`config.mk`:
```
export PLATFORM = sky130hd
export DESIGN_NAME = vehicle_light_controller_top
export DESIGN_NICKNAME = d
export VERILOG_FILES = /design/src/design/vlc_pkg.sv /design/src/design/vehicle_light_controller_top.sv
export SDC_FILE = /design/constraint.sdc
export NUM_CORES = 1
export LEC_CHECK = 0
export BUFFER_PORTS_ARGS = -buffer_cell sky130_fd_sc_hd__buf_4
export CAP_MARGIN = 20
export CORE_MARGIN = 1
export CORE_UTILIZATION = 30
export CTS_BUF_LIST = sky130_fd_sc_hd__clkbuf_8
export CTS_CLUSTER_DIAMETER = 200
export CTS_CLUSTER_SIZE = 40
export DETAILED_ROUTE_END_ITERATION = 8
export PLACE_DENSITY = 0.46
export SETUP_SLACK_MARGIN = 0.4
export SLEW_MARGIN = 10
export SYNTH_ARGS = -nofsm -noshare
export SYNTH_HDL_FRONTEND = slang
export SYNTH_SLANG_ARGS = --single-unit
```
`constraint.sdc`:
```
create_clock -name i_clk -period 8.9 [get_ports i_clk]
set_input_delay 0.89 -clock i_clk [delete_from_list [all_inputs] [get_ports i_clk]]
set_output_delay 0.89 -clock i_clk [all_outputs]
set_load 0.01 [all_outputs]
```
`src/design/vlc_pkg.sv`:
```
`timescale 1ns / 1ps

package vlc_pkg;

    localparam int unsigned PWM_W    = 12;
    localparam int unsigned PWM_FULL = 4095;
    // Every level is held at twelve bits, so full scale is stored masked.
    localparam logic [PWM_W-1:0] PWM_FULL_LVL = PWM_FULL[PWM_W-1:0];

    localparam int unsigned CFG_IDX_W  = 3;
    localparam int unsigned CFG_DATA_W = 12;

    localparam logic [CFG_IDX_W-1:0] CFG_PARK_BASE    = 3'd0;
    localparam logic [CFG_IDX_W-1:0] CFG_TAIL_BASE    = 3'd1;
    localparam logic [CFG_IDX_W-1:0] CFG_LOW_BEAM     = 3'd2;
    localparam logic [CFG_IDX_W-1:0] CFG_REFRESH_MS   = 3'd3;
    localparam logic [CFG_IDX_W-1:0] CFG_BLINK_PERIOD = 3'd4;

    localparam logic [7:0]  PARK_BASE_RST    = 8'd32;
    localparam logic [7:0]  TAIL_BASE_RST    = 8'd32;
    localparam logic [11:0] LOW_BEAM_RST     = 12'd32;
    localparam logic [7:0]  REFRESH_MS_RST   = 8'd50;
    localparam logic [10:0] BLINK_PERIOD_RST = 11'd1200;

    localparam logic [11:0]        RAMP_TURN    = 12'd600;
    localparam logic [7:0]         RAMP_TOP     = 8'd255;
    // 255 + 2 * 600: falling edge of the ramp is RAMP_FALL0 - 2 * phase
    localparam logic signed [13:0] RAMP_FALL0   = 14'sd1455;
    localparam logic [11:0]        PHASE_MAX    = 12'd4095;
    localparam logic [7:0]         COUNT_MAX    = 8'd255;

    localparam logic [1:0] LEVEL_OFF  = 2'd0;
    localparam logic [1:0] LEVEL_PARK = 2'd1;
    localparam logic [1:0] LEVEL_LOW  = 2'd2;
    localparam logic [1:0] LEVEL_FULL = 2'd3;

    localparam logic MODE_COMMAND = 1'b0;
    localparam logic MODE_TICK    = 1'b1;

    typedef struct packed {
        logic       mode;
        logic [7:0] command;
    } t_in;

    typedef struct packed {
        logic [PWM_W-1:0] left_front;
        logic [PWM_W-1:0] right_front;
        logic [PWM_W-1:0] left_rear;
        logic [PWM_W-1:0] right_rear;
        logic [PWM_W-1:0] headlight;
        logic [PWM_W-1:0] reverse_light;
        logic [5:0]       status;
    } t_out;

endpackage

```
`src/design/vehicle_light_controller_top.sv`:
```
`timescale 1ns / 1ps

// Vehicle light controller: each input transfer is either a command byte
// (mode 0) or a one-millisecond tick (mode 1), and each produces exactly one
// result transfer carrying all six PWM levels and a status word. The state
// and the result register are updated at the edge that accepts the item, so
// one item is taken every cycle and the result appears in the next cycle; the
// only limit is the single result register, which holds a result until the
// far side takes it (input stall follows output stall only while a result
// is waiting). The configuration channel is always ready and should be used
// only while no result is outstanding.
module vehicle_light_controller_top (
    input  logic                              i_clk,
    input  logic                              i_rst_n,
    input  logic                              i_in_valid,
    output logic                              o_in_stall,
    input  vlc_pkg::t_in                      i_in_data,
    output logic                              o_out_valid,
    input  logic                              i_out_stall,
    output vlc_pkg::t_out                     o_out_data,
    input  logic                              i_cfg_valid,
    output logic                              o_cfg_ready,
    input  logic [vlc_pkg::CFG_IDX_W-1:0]     i_cfg_index,
    input  logic [vlc_pkg::CFG_DATA_W-1:0]    i_cfg_data
);
    import vlc_pkg::*;

    // Configuration registers
    logic [7:0]  r_park_base;
    logic [7:0]  r_tail_base;
    logic [11:0] r_low_beam;
    logic [7:0]  r_refresh_ms;
    logic [10:0] r_blink_period;

    // Light state
    logic        r_left, r_right, r_any_memo, r_brake, r_reverse;
    logic [1:0]  r_level;
    logic [11:0] r_phase;
    logic [7:0]  r_refresh_count;
    logic [PWM_W-1:0] r_lf, r_rf, r_lr, r_rr, r_hl, r_rv;

    logic        n_left, n_right, n_any_memo, n_brake, n_reverse;
    logic [1:0]  n_level;
    logic [11:0] n_phase;
    logic [7:0]  n_refresh_count;
    logic [PWM_W-1:0] n_lf, n_rf, n_lr, n_rr, n_hl, n_rv;
    logic        n_refresh;

    logic        r_out_valid;
    t_out        r_out;

    logic        in_accept;
    logic [7:0]  front_base, rear_base;
    logic [7:0]  n_front_base, n_rear_base;
    logic [7:0]  ramp_front, ramp_rear;

    // Ramp over the blink phase: rise at 2.5 per ms to full, fall at 2 per ms
    // after the turn, never below the base.
    function automatic logic [7:0] ramp(input logic [11:0] p, input logic [7:0] base);
        logic [14:0]        x5;
        logic signed [13:0] dn;
        logic [7:0]         v;
        logic               under;
        x5 = {3'b000, p} + {1'b0, p, 2'b00};
        dn = RAMP_FALL0 - $signed({1'b0, p, 1'b0});
        if (p < RAMP_TURN) begin
            v     = (x5[14:1] > {6'd0, RAMP_TOP}) ? RAMP_TOP : x5[8:1];
            under = v < base;
        end else begin
            v     = dn[7:0];
            under = dn < $signed({6'd0, base});
        end
        return under ? base : v;
    endfunction

    // Hold a waiting result; take a new item whenever the register frees.
    assign o_in_stall  = r_out_valid & i_out_stall;
    assign in_accept   = i_in_valid & ~o_in_stall;
    assign o_cfg_ready = 1'b1;

    assign front_base = (r_level != LEVEL_OFF) ? r_park_base : 8'd0;
    assign rear_base  = (r_level != LEVEL_OFF) ? r_tail_base : 8'd0;

    // Next state for one item
    always_comb begin
        n_left          = r_left;
        n_right         = r_right;
        n_any_memo      = r_any_memo;
        n_brake         = r_brake;
        n_reverse       = r_reverse;
        n_level         = r_level;
        n_phase         = r_phase;
        n_refresh_count = r_refresh_count;
        n_lf            = r_lf;
        n_rf            = r_rf;
        n_lr            = r_lr;
        n_rr            = r_rr;
        n_hl            = r_hl;
        n_rv            = r_rv;
        n_refresh       = 1'b0;
        n_front_base    = front_base;
        n_rear_base     = rear_base;
        ramp_front      = '0;
        ramp_rear       = '0;
        if (i_in_data.mode == MODE_TICK) begin
            // Advance both counters, saturating
            if (r_refresh_count < COUNT_MAX) begin
                n_refresh_count = r_refresh_count + 8'd1;
            end
            if (r_phase < PHASE_MAX) begin
                n_phase = r_phase + 12'd1;
            end
            n_refresh = n_refresh_count > r_refresh_ms;
            if (n_refresh) begin
                if (n_phase > {1'b0, r_blink_period}) begin
                    n_phase = 12'd0;
                end
                ramp_front = ramp(n_phase, front_base);
                ramp_rear  = ramp(n_phase, rear_base);
                if (r_left) begin
                    n_lf = {4'd0, ramp_front};
                    n_lr = {4'd0, ramp_rear};
                end
                if (r_right) begin
                    n_rf = {4'd0, ramp_front};
                    n_rr = {4'd0, ramp_rear};
                end
                n_refresh_count = 8'd0;
            end
        end else begin
            // Dimmer first, then brighter
            if (i_in_data.command[2] && n_level != LEVEL_OFF) begin
                n_level = n_level - 2'd1;
            end
            if (i_in_data.command[3] && n_level != LEVEL_FULL) begin
                n_level = n_level + 2'd1;
            end
            n_front_base = (n_level != LEVEL_OFF) ? r_park_base : 8'd0;
            n_rear_base  = (n_level != LEVEL_OFF) ? r_tail_base : 8'd0;
            unique case (n_level)
                LEVEL_PARK: n_hl = '0;
                LEVEL_LOW:  n_hl = r_low_beam;
                LEVEL_FULL: n_hl = PWM_FULL_LVL;
                default:    n_hl = r_hl;
            endcase
            n_lf = {4'd0, n_front_base};
            n_rf = {4'd0, n_front_base};
            n_left  = r_left ^ i_in_data.command[0];
            n_right = r_right ^ i_in_data.command[1];
            // Restart the blink phase when an indicator first comes on
            if (!r_any_memo && (n_left || n_right)) begin
                n_phase = 12'd0;
            end
            n_any_memo = n_left | n_right;
            n_reverse  = r_reverse ^ i_in_data.command[5];
            n_rv       = n_reverse ? PWM_FULL_LVL : '0;
            n_brake    = r_brake ^ i_in_data.command[4];
            if (n_brake) begin
                if (!n_left) begin
                    n_lr = PWM_FULL_LVL;
                end
                if (!n_right) begin
                    n_rr = PWM_FULL_LVL;
                end
            end else begin
                n_lr = {4'd0, n_rear_base};
                n_rr = {4'd0, n_rear_base};
            end
        end
    end

    // Configuration writes
    always_ff @(posedge i_clk) begin
        if (!i_rst_n) begin
            r_park_base    <= PARK_BASE_RST;
            r_tail_base    <= TAIL_BASE_RST;
            r_low_beam     <= LOW_BEAM_RST;
            r_refresh_ms   <= REFRESH_MS_RST;
            r_blink_period <= BLINK_PERIOD_RST;
        end else if (i_cfg_valid && o_cfg_ready) begin
            unique case (i_cfg_index)
                CFG_PARK_BASE:    r_park_base    <= i_cfg_data[7:0];
                CFG_TAIL_BASE:    r_tail_base    <= i_cfg_data[7:0];
                CFG_LOW_BEAM:     r_low_beam     <= i_cfg_data[11:0];
                CFG_REFRESH_MS:   r_refresh_ms   <= i_cfg_data[7:0];
                CFG_BLINK_PERIOD: r_blink_period <= i_cfg_data[10:0];
                default: ; // drop writes beyond the register list
            endcase
        end
    end

    // State update on each accepted transfer
    always_ff @(posedge i_clk) begin
        if (!i_rst_n) begin
            r_left          <= 1'b0;
            r_right         <= 1'b0;
            r_any_memo      <= 1'b0;
            r_brake         <= 1'b0;
            r_reverse       <= 1'b0;
            r_level         <= LEVEL_OFF;
            r_phase         <= '0;
            r_refresh_count <= '0;
            r_lf            <= '0;
            r_rf            <= '0;
            r_lr            <= '0;
            r_rr            <= '0;
            r_hl            <= '0;
            r_rv            <= '0;
        end else if (in_accept) begin
            r_left          <= n_left;
            r_right         <= n_right;
            r_any_memo      <= n_any_memo;
            r_brake         <= n_brake;
            r_reverse       <= n_reverse;
            r_level         <= n_level;
            r_phase         <= n_phase;
            r_refresh_count <= n_refresh_count;
            r_lf            <= n_lf;
            r_rf            <= n_rf;
            r_lr            <= n_lr;
            r_rr            <= n_rr;
            r_hl            <= n_hl;
            r_rv            <= n_rv;
        end
    end

    // Result register: load on accept, clear once the transfer completes
    always_ff @(posedge i_clk) begin
        if (!i_rst_n) begin
            r_out_valid <= 1'b0;
        end else if (in_accept) begin
            r_out_valid <= 1'b1;
        end else if (!i_out_stall) begin
            r_out_valid <= 1'b0;
        end
    end

    always_ff @(posedge i_clk) begin
        if (in_accept) begin
            r_out.left_front    <= n_lf;
            r_out.right_front   <= n_rf;
            r_out.left_rear     <= n_lr;
            r_out.right_rear    <= n_rr;
            r_out.headlight     <= n_hl;
            r_out.reverse_light <= n_rv;
            r_out.status        <= {n_reverse, n_brake, n_level, n_right, n_left};
        end
    end

    assign o_out_valid = r_out_valid;
    assign o_out_data  = r_out;

    // The memo of any indicator always tracks the two indicator flags
    a_memo_tracks: assert property (@(posedge i_clk) disable iff (!i_rst_n)
        r_any_memo == (r_left | r_right))
        else $error("indicator memo out of step with indicator flags");

    // A refresh always leaves the tick count cleared
    a_refresh_clears: assert property (@(posedge i_clk) disable iff (!i_rst_n)
        (in_accept && i_in_data.mode == MODE_TICK && n_refresh) |=> r_refresh_count == 8'd0)
        else $error("refresh did not clear the tick count");

    // A result loaded while the output waits would overwrite it
    a_no_overwrite: assert property (@(posedge i_clk) disable iff (!i_rst_n)
        (r_out_valid && i_out_stall) |-> !in_accept)
        else $error("item accepted while a result was stalled");

    // Status in the result register mirrors the held state
    a_status_match: assert property (@(posedge i_clk) disable iff (!i_rst_n)
        r_out_valid |-> r_out.status == {r_reverse, r_brake, r_level, r_right, r_left})
        else $error("result status differs from held state");

endmodule
```
==> summary.txt, run 1 <==
Initial Utilization -> 30.6%
Max FO, Critical Path -> 11
Full die area -> 40600 µm²
CP endpoint kind -> register
Sequential area share after synthesis -> 44.2%
Synth unique cells -> 76
Final ANT Viol Nets -> 0
Worst Slack Setup Final -> 0.965 ns
Largest net degree at the start of global routing -> 79
Post-route DRC violation count -> 0
Worst setup SP type -> register
Pre-CTS setup slack -> 0.778 ns
Most frequent CP cell -> ha_1
First-pass GRT wire length -> 52.7 mm
Via count -> 9685
Syn Inst Count -> 1332
H-tree Lvls -> 1
R2R depth -> 31
Yosys reg bits -> 225
Maximum vdd drop -> 0.0000984 V
Largest cells by area after synthesis -> dfxtp_1 25%, edfxtp_1 20%, nand2_1 6.2%
Worst Clk Skew -> 0.0504 ns
CP endpoint -> o_out_data[35]$_DFFE_PP_
Slowest stage delay, CP -> 0.47 ns
Core area -> 39000 µm²
Global-route usage over all layers -> 16.1%
Clock Pin Slew Worst Setup and Hold Paths -> 0.25 ns
Worst slew pin tran -> 1.14 ns
Global route overflow -> 0
# IOs -> 110
DR vias/cell -> 5.05
Drt pass-1 iters -> 4
Vias in the first global route -> 9311
Min-delay worst type -> register to register
Leakage -> 0.00522 µW
Async S/R FF share, synth -> 0%
Final hold vios -> 0
Syn Area/Cell -> 8.97 µm²
DRT iter0 DRCs -> 607
CTS sink cnt -> 225
Post-synth top area share -> 24.6%
Post-layout min period -> 7.93 ns
Non-filler instance count after layout -> 1919
Unrepaired setup endpoints after global routing -> false
Top FF cell, synth -> dfxtp_1
Max-cap violations -> 0
PwrDens -> 139 nW/µm²
Hold Startpoint -> r_low_beam[3]$_SDFFE_PN0P_
N_diodes -> 0
Worst path arrival time -> 8.28 ns
Post-Synthesis Cell Area -> 12000 µm²
WL final -> 33.3 mm
Period utilisation layout -> 89.2%
Synthesized Nets -> 1415
CTS resizes -> 0
Worst skew pair latency -> 0.57 ns
CTS Buffer Depth -> 3
Final net count -> 1482
Crit. Startpoint -> r_phase[0]$_SDFFE_PN0P_
Max frequency -> 126 MHz
Number of flops mapped to enable cells by yosys -> 78
Area delta synth->final -> 12.5%
Clock root buffer -> clkbuf_8
Critical-path top delay cell -> dfxtp_1
Setup Fix Bufs, Post-CTS -> 0
Worst r2r src -> r_phase[0]$_SDFFE_PN0P_
Share of layout cells above drive strength 1 -> 12.7%
Post-synth top area cell -> dfxtp_1
Reg-to-Reg End -> o_out_data[35]$_DFFE_PP_
Final Setup Violations -> 0
Critical path class -> register to register
FF-to-FF setup slack -> 0.97 ns
Post-Place Cells -> 1905
GPL Wtd Cong -> 0.878
Cts hold-fix bufs -> 0
Port Buffers -> 106
Num CTS Buffers -> 9
Critical Path RT -> 9.24 ns
Worst slew margin -> 23.8%
Row count -> 72
CTS tree -> built
Hpwl dp -> 23.6 mm
YS warnings -> 0
Status -> complete, no violations
Die Wd -> 202 µm
Final setup TNS -> 0 ns
Max Slew Vio Count -> 0
WL/cell -> 17.3 µm
Die height -> 202 µm
Initial antenna violation count -> 0
-- worst min-delay path by stage --
stage	to	slack (ns)	cells past startpoint
after global placement	r_rv[4]$_SDFFE_PN0P_	0.45	2
after global routing	r_rf[10]$_SDFFE_PN0P_	0.50	1
after floorplan	r_refresh_count[6]$_SDFFE_PN0P_	0.44	2
final	r_low_beam[3]$_SDFFE_PN0P_	0.48	2
after detailed placement	r_low_beam[5]$_SDFFE_PN1P_	0.46	2
after CTS	r_low_beam[3]$_SDFFE_PN0P_	0.48	2
-- worst max-delay path, delay by kind of cell, from the launching register on --
kind	cells	cell delay [ns]
buffers and inverters	1	0.07
multiplexers	2	0.79
flip-flops	1	0.47
AND/OR/NAND/NOR	12	2.48
adder cells (fa/ha/maj)	5	1.61
AO/OA/AOI/OAI	11	2.31
-- routing by layer --
layer | track usage (%) | wire [µm] | part of all wire (%)
met1 | 22.7 | 16200 | 49
met4 | 3.30 | 538 | 1.6
met2 | 26.5 | 15300 | 46
met3 | 1.90 | 1170 | 3.5
met5 | 0 | 0 | 0
-- kinds of logic (layout without fill, tap and decap cells) --
group	Yosys count	after routing	share of synthesized area, %
flops	225	225	44.2
compound gates	363	363	20.9
simple gates	495	495	19.3
fa+ha+maj	56	56	5.90
other cells	2	2	0.0628
buf+inv	126	195	4.30
xor+xnor	31	31	2.33
mux	34	34	2.95
-- cell usage in the layout, fill, tap and decap left out, types with 14 or more instances in the layout --
cell type / instances
nor3_1: 16
o21ai_1: 26
edfxtp_1: 78
xnor2_1: 23
o211ai_1: 17
a22oi_1: 14
mux2i_1: 26
nor2_1: 107
ha_1: 53
nand3_1: 35
buf_4: 137
dfxtp_1: 147
o21ai_0: 47
and2_1: 18
nor2b_1: 51
a21oi_1: 57
o221ai_1: 19
and3_1: 25
nand2_1: 198
a22o_1: 14
inv_1: 43
a21o_1: 27
a21boi_0: 58
a31oi_1: 24
o2bb2ai_1: 14
-- synth_stat cells (all sizes together), types with 35 or more instances --
| library cell | count |
|---|---|
| a21oi | 58 |
| nand2 | 198 |
| a21boi | 58 |
| ha | 53 |
| nor2 | 108 |
| nor2b | 51 |
| nand3 | 35 |
| edfxtp | 78 |
| clkbuf | 67 |
| o21ai | 73 |
| inv | 43 |
| dfxtp | 147 |
-- power breakdown --
part	total [µW]	internal, µW	switching, µW
registers	1140	1120	21.1
logic	313	124	190
clock network	419	100	319
-- through the flow --
stage                     power, µW  area, µm²  hold slack (ns)  util (%)
final                          1870      13400            0.484      34.5
after global routing           1970      13400            0.498      34.5
after CTS                      1900      13400            0.485      34.4
after detailed placement       1480      13300            0.459      34.0
after global placement         1470      13300            0.452      34.0
after floorplan                1350      12000            0.441         -
-- flip-flops by register name, indices dropped and copies added (netlist names), 2 cells and up --
| register | count |
|---|---|
| o_out_data | 78 |
| r_refresh_count | 8 |
| r_phase | 12 |
| r_blink_period | 11 |
| r_low_beam | 12 |
| r_park_base | 8 |
| r_hl | 12 |
| r_lf | 12 |
| r_tail_base | 8 |
| r_rf | 12 |
| r_level | 2 |
| r_lr | 12 |
| r_rv | 12 |
| r_refresh_ms | 8 |
| r_rr | 12 |
-- area by class of cell --
class / instances / area (µm²)
Timing Repair Buffer: 137 / 1030
Inverter: 45 / 171
Multi-Input combinational cell: 981 / 6160
Fill cell: 4116 / 25600
Tap cell: 518 / 648
Clock buffer: 9 / 124
Clock inverter: 4 / 27.5
Sequential cell: 225 / 5290
Note: power is estimated with default switching activity, not from simulation.
==> run 2, diff against run 1 <==
--- a/config.mk
+++ b/config.mk
@@ -7,13 +7,13 @@
 export LEC_CHECK = 0
 export BUFFER_PORTS_ARGS = -buffer_cell sky130_fd_sc_hd__buf_4
 export CAP_MARGIN = 20
+export CORE_ASPECT_RATIO = 0.75
 export CORE_MARGIN = 1
 export CORE_UTILIZATION = 30
 export CTS_BUF_LIST = sky130_fd_sc_hd__clkbuf_8
 export CTS_CLUSTER_DIAMETER = 200
 export CTS_CLUSTER_SIZE = 40
 export DETAILED_ROUTE_END_ITERATION = 8
-export PLACE_DENSITY = 0.46
 export SETUP_SLACK_MARGIN = 0.4
 export SLEW_MARGIN = 10
 export SYNTH_ARGS = -nofsm -noshare
==> summary.txt, run 2 (synthesis results as in run 1) <==
Final hold vios -> 0
Final net count -> 1470
GPL Wtd Cong -> 0.918
Clock Pin Slew Worst Setup and Hold Paths -> 0.24 ns
FF-to-FF setup slack -> 0.87 ns
Post-layout min period -> 8.03 ns
Max Slew Vio Count -> 0
DRT iter0 DRCs -> 854
Worst slew margin -> 31.0%
Area delta synth->final -> 11.9%
Leakage -> 0.00516 µW
Critical Path RT -> 9.25 ns
Worst Hold Slack -> 0.482 ns
CTS tree -> built
Clock root buffer -> clkbuf_8
Final ANT Viol Nets -> 0
Most frequent CP cell -> ha_1
CP endpoint kind -> register
Vias in the first global route -> 8976
Slowest stage delay, CP -> 0.48 ns
Unrepaired setup endpoints after global routing -> false
Drt pass-1 iters -> 5
Worst setup SP type -> register
WL/cell -> 17.1 µm
Row count -> 62
Max frequency -> 125 MHz
Core area -> 38800 µm²
Post-Place Cells -> 1887
Worst skew pair latency -> 0.56 ns
Initial antenna violation count -> 0
Min-delay worst type -> register to register
Port Buffers -> 106
Max-cap violations -> 0
# IOs -> 110
Post-Route Utilization -> 34.5%
Worst Slack Setup Final -> 0.869 ns
PwrDens -> 139 nW/µm²
Global-route usage over all layers -> 15.7%
Hpwl dp -> 23.4 mm
DR vias/cell -> 5.19
Maximum vdd drop -> 0.0000909 V
N_diodes -> 0
Fill cells -> 3999
Die Wd -> 232 µm
Worst Clk Skew -> 0.0423 ns
Share of layout cells above drive strength 1 -> 12.4%
CTS Buffer Depth -> 3
Largest net degree at the start of global routing -> 82
Num CTS Buffers -> 9
Max FFs per register -> 78
Pre-CTS setup slack -> 0.660 ns
Cts hold-fix bufs -> 0
Critical-path top delay cell -> dfxtp_1
Critical path class -> register to register
Period utilisation layout -> 90.2%
Status -> complete, no violations
Post-route DRC violation count -> 0
Final setup TNS -> 0 ns
Die height -> 175 µm
H-tree Lvls -> 1
Buf/Inv on CP -> 1
Non-filler instance count after layout -> 1901
Global route overflow -> 0
CTS sink cnt -> 225
Setup Fix Bufs, Post-CTS -> 0
Max FO, Critical Path -> 11
Cell family with most CP delay -> simple AND/OR/NAND/NOR gates
Worst slew pin tran -> 1.03 ns
Worst path arrival time -> 8.38 ns
Full die area -> 40700 µm²
Via count -> 9873
Most frequent cells in the layout -> 198 x nand2_1, 146 x dfxtp_1, 125 x buf_4, 107 x nor2_1, 78 x edfxtp_1
Initial Utilization -> 30.8%
First-pass GRT wire length -> 51.4 mm
WL final -> 32.5 mm
Final Setup Violations -> 0
Commonest non-fill, non-tap cell in the layout -> nand2_1
## run 2: final timing paths
kind	cells past startpoint	from	endpoint
setup / recovery	31	r_phase[0]$_SDFFE_PN0P_	o_out_data[73]$_DFFE_PP_
hold / removal	2	r_low_beam[0]$_SDFFE_PN0P_	r_low_beam[0]$_SDFFE_PN0P_
setup reg to reg	31	r_phase[0]$_SDFFE_PN0P_	o_out_data[73]$_DFFE_PP_
hold reg to reg	2	r_low_beam[0]$_SDFFE_PN0P_	r_low_beam[0]$_SDFFE_PN0P_
## run 2: worst min-delay path: stages, from the launching register on
cell	delay, ns
dfxtp_1	0.35
nand2_1	0.04
a21boi_0	0.07
## run 2: power breakdown
| part | switching (µW) | internal [µW] |
|---|---|---|
| Clock | 315 | 100 |
| Combinational | 189 | 120 |
| Sequential | 23.0 | 1120 |
| Total | 527 | 1340 |
## run 2: area by class of cell
cell class              instances  area [µm²]  share of cell area, %
clock buffers                   9         124                  0.926
clock inverters                 4        27.5                  0.206
well taps                     512         641                   4.79
flip-flops and latches        225        5290                   39.5
multi-input cells             981        6180                   46.2
inverters                      45         171                   1.28
repair buffers                125         938                   7.02
## run 2: per-layer routing
metal	global-route usage, %	up-vias	wire length [µm]	share of wire (%)
met3	1.99	23	1700	5.2
met5	0	-	0	0
met4	2.29	0	314	0.97
met1	24.9	4764	17000	52
li1	-	4829	-	-
met2	22.6	257	13500	42
## run 2: what timing repair did
item | CTS | global route
resized for setup | 0 | 7
endpoints found under the hold margin | 0 | 0
endpoints found under the setup margin | 0 | 63
## run 2: stage by stage
stage | cell area, µm² | total power [µW]
after floorplan | 12000 | 1350
after global routing | 13400 | 1950
after detailed placement | 13200 | 1470
after global placement | 13200 | 1460
after CTS | 13300 | 1880
final | 13400 | 1860
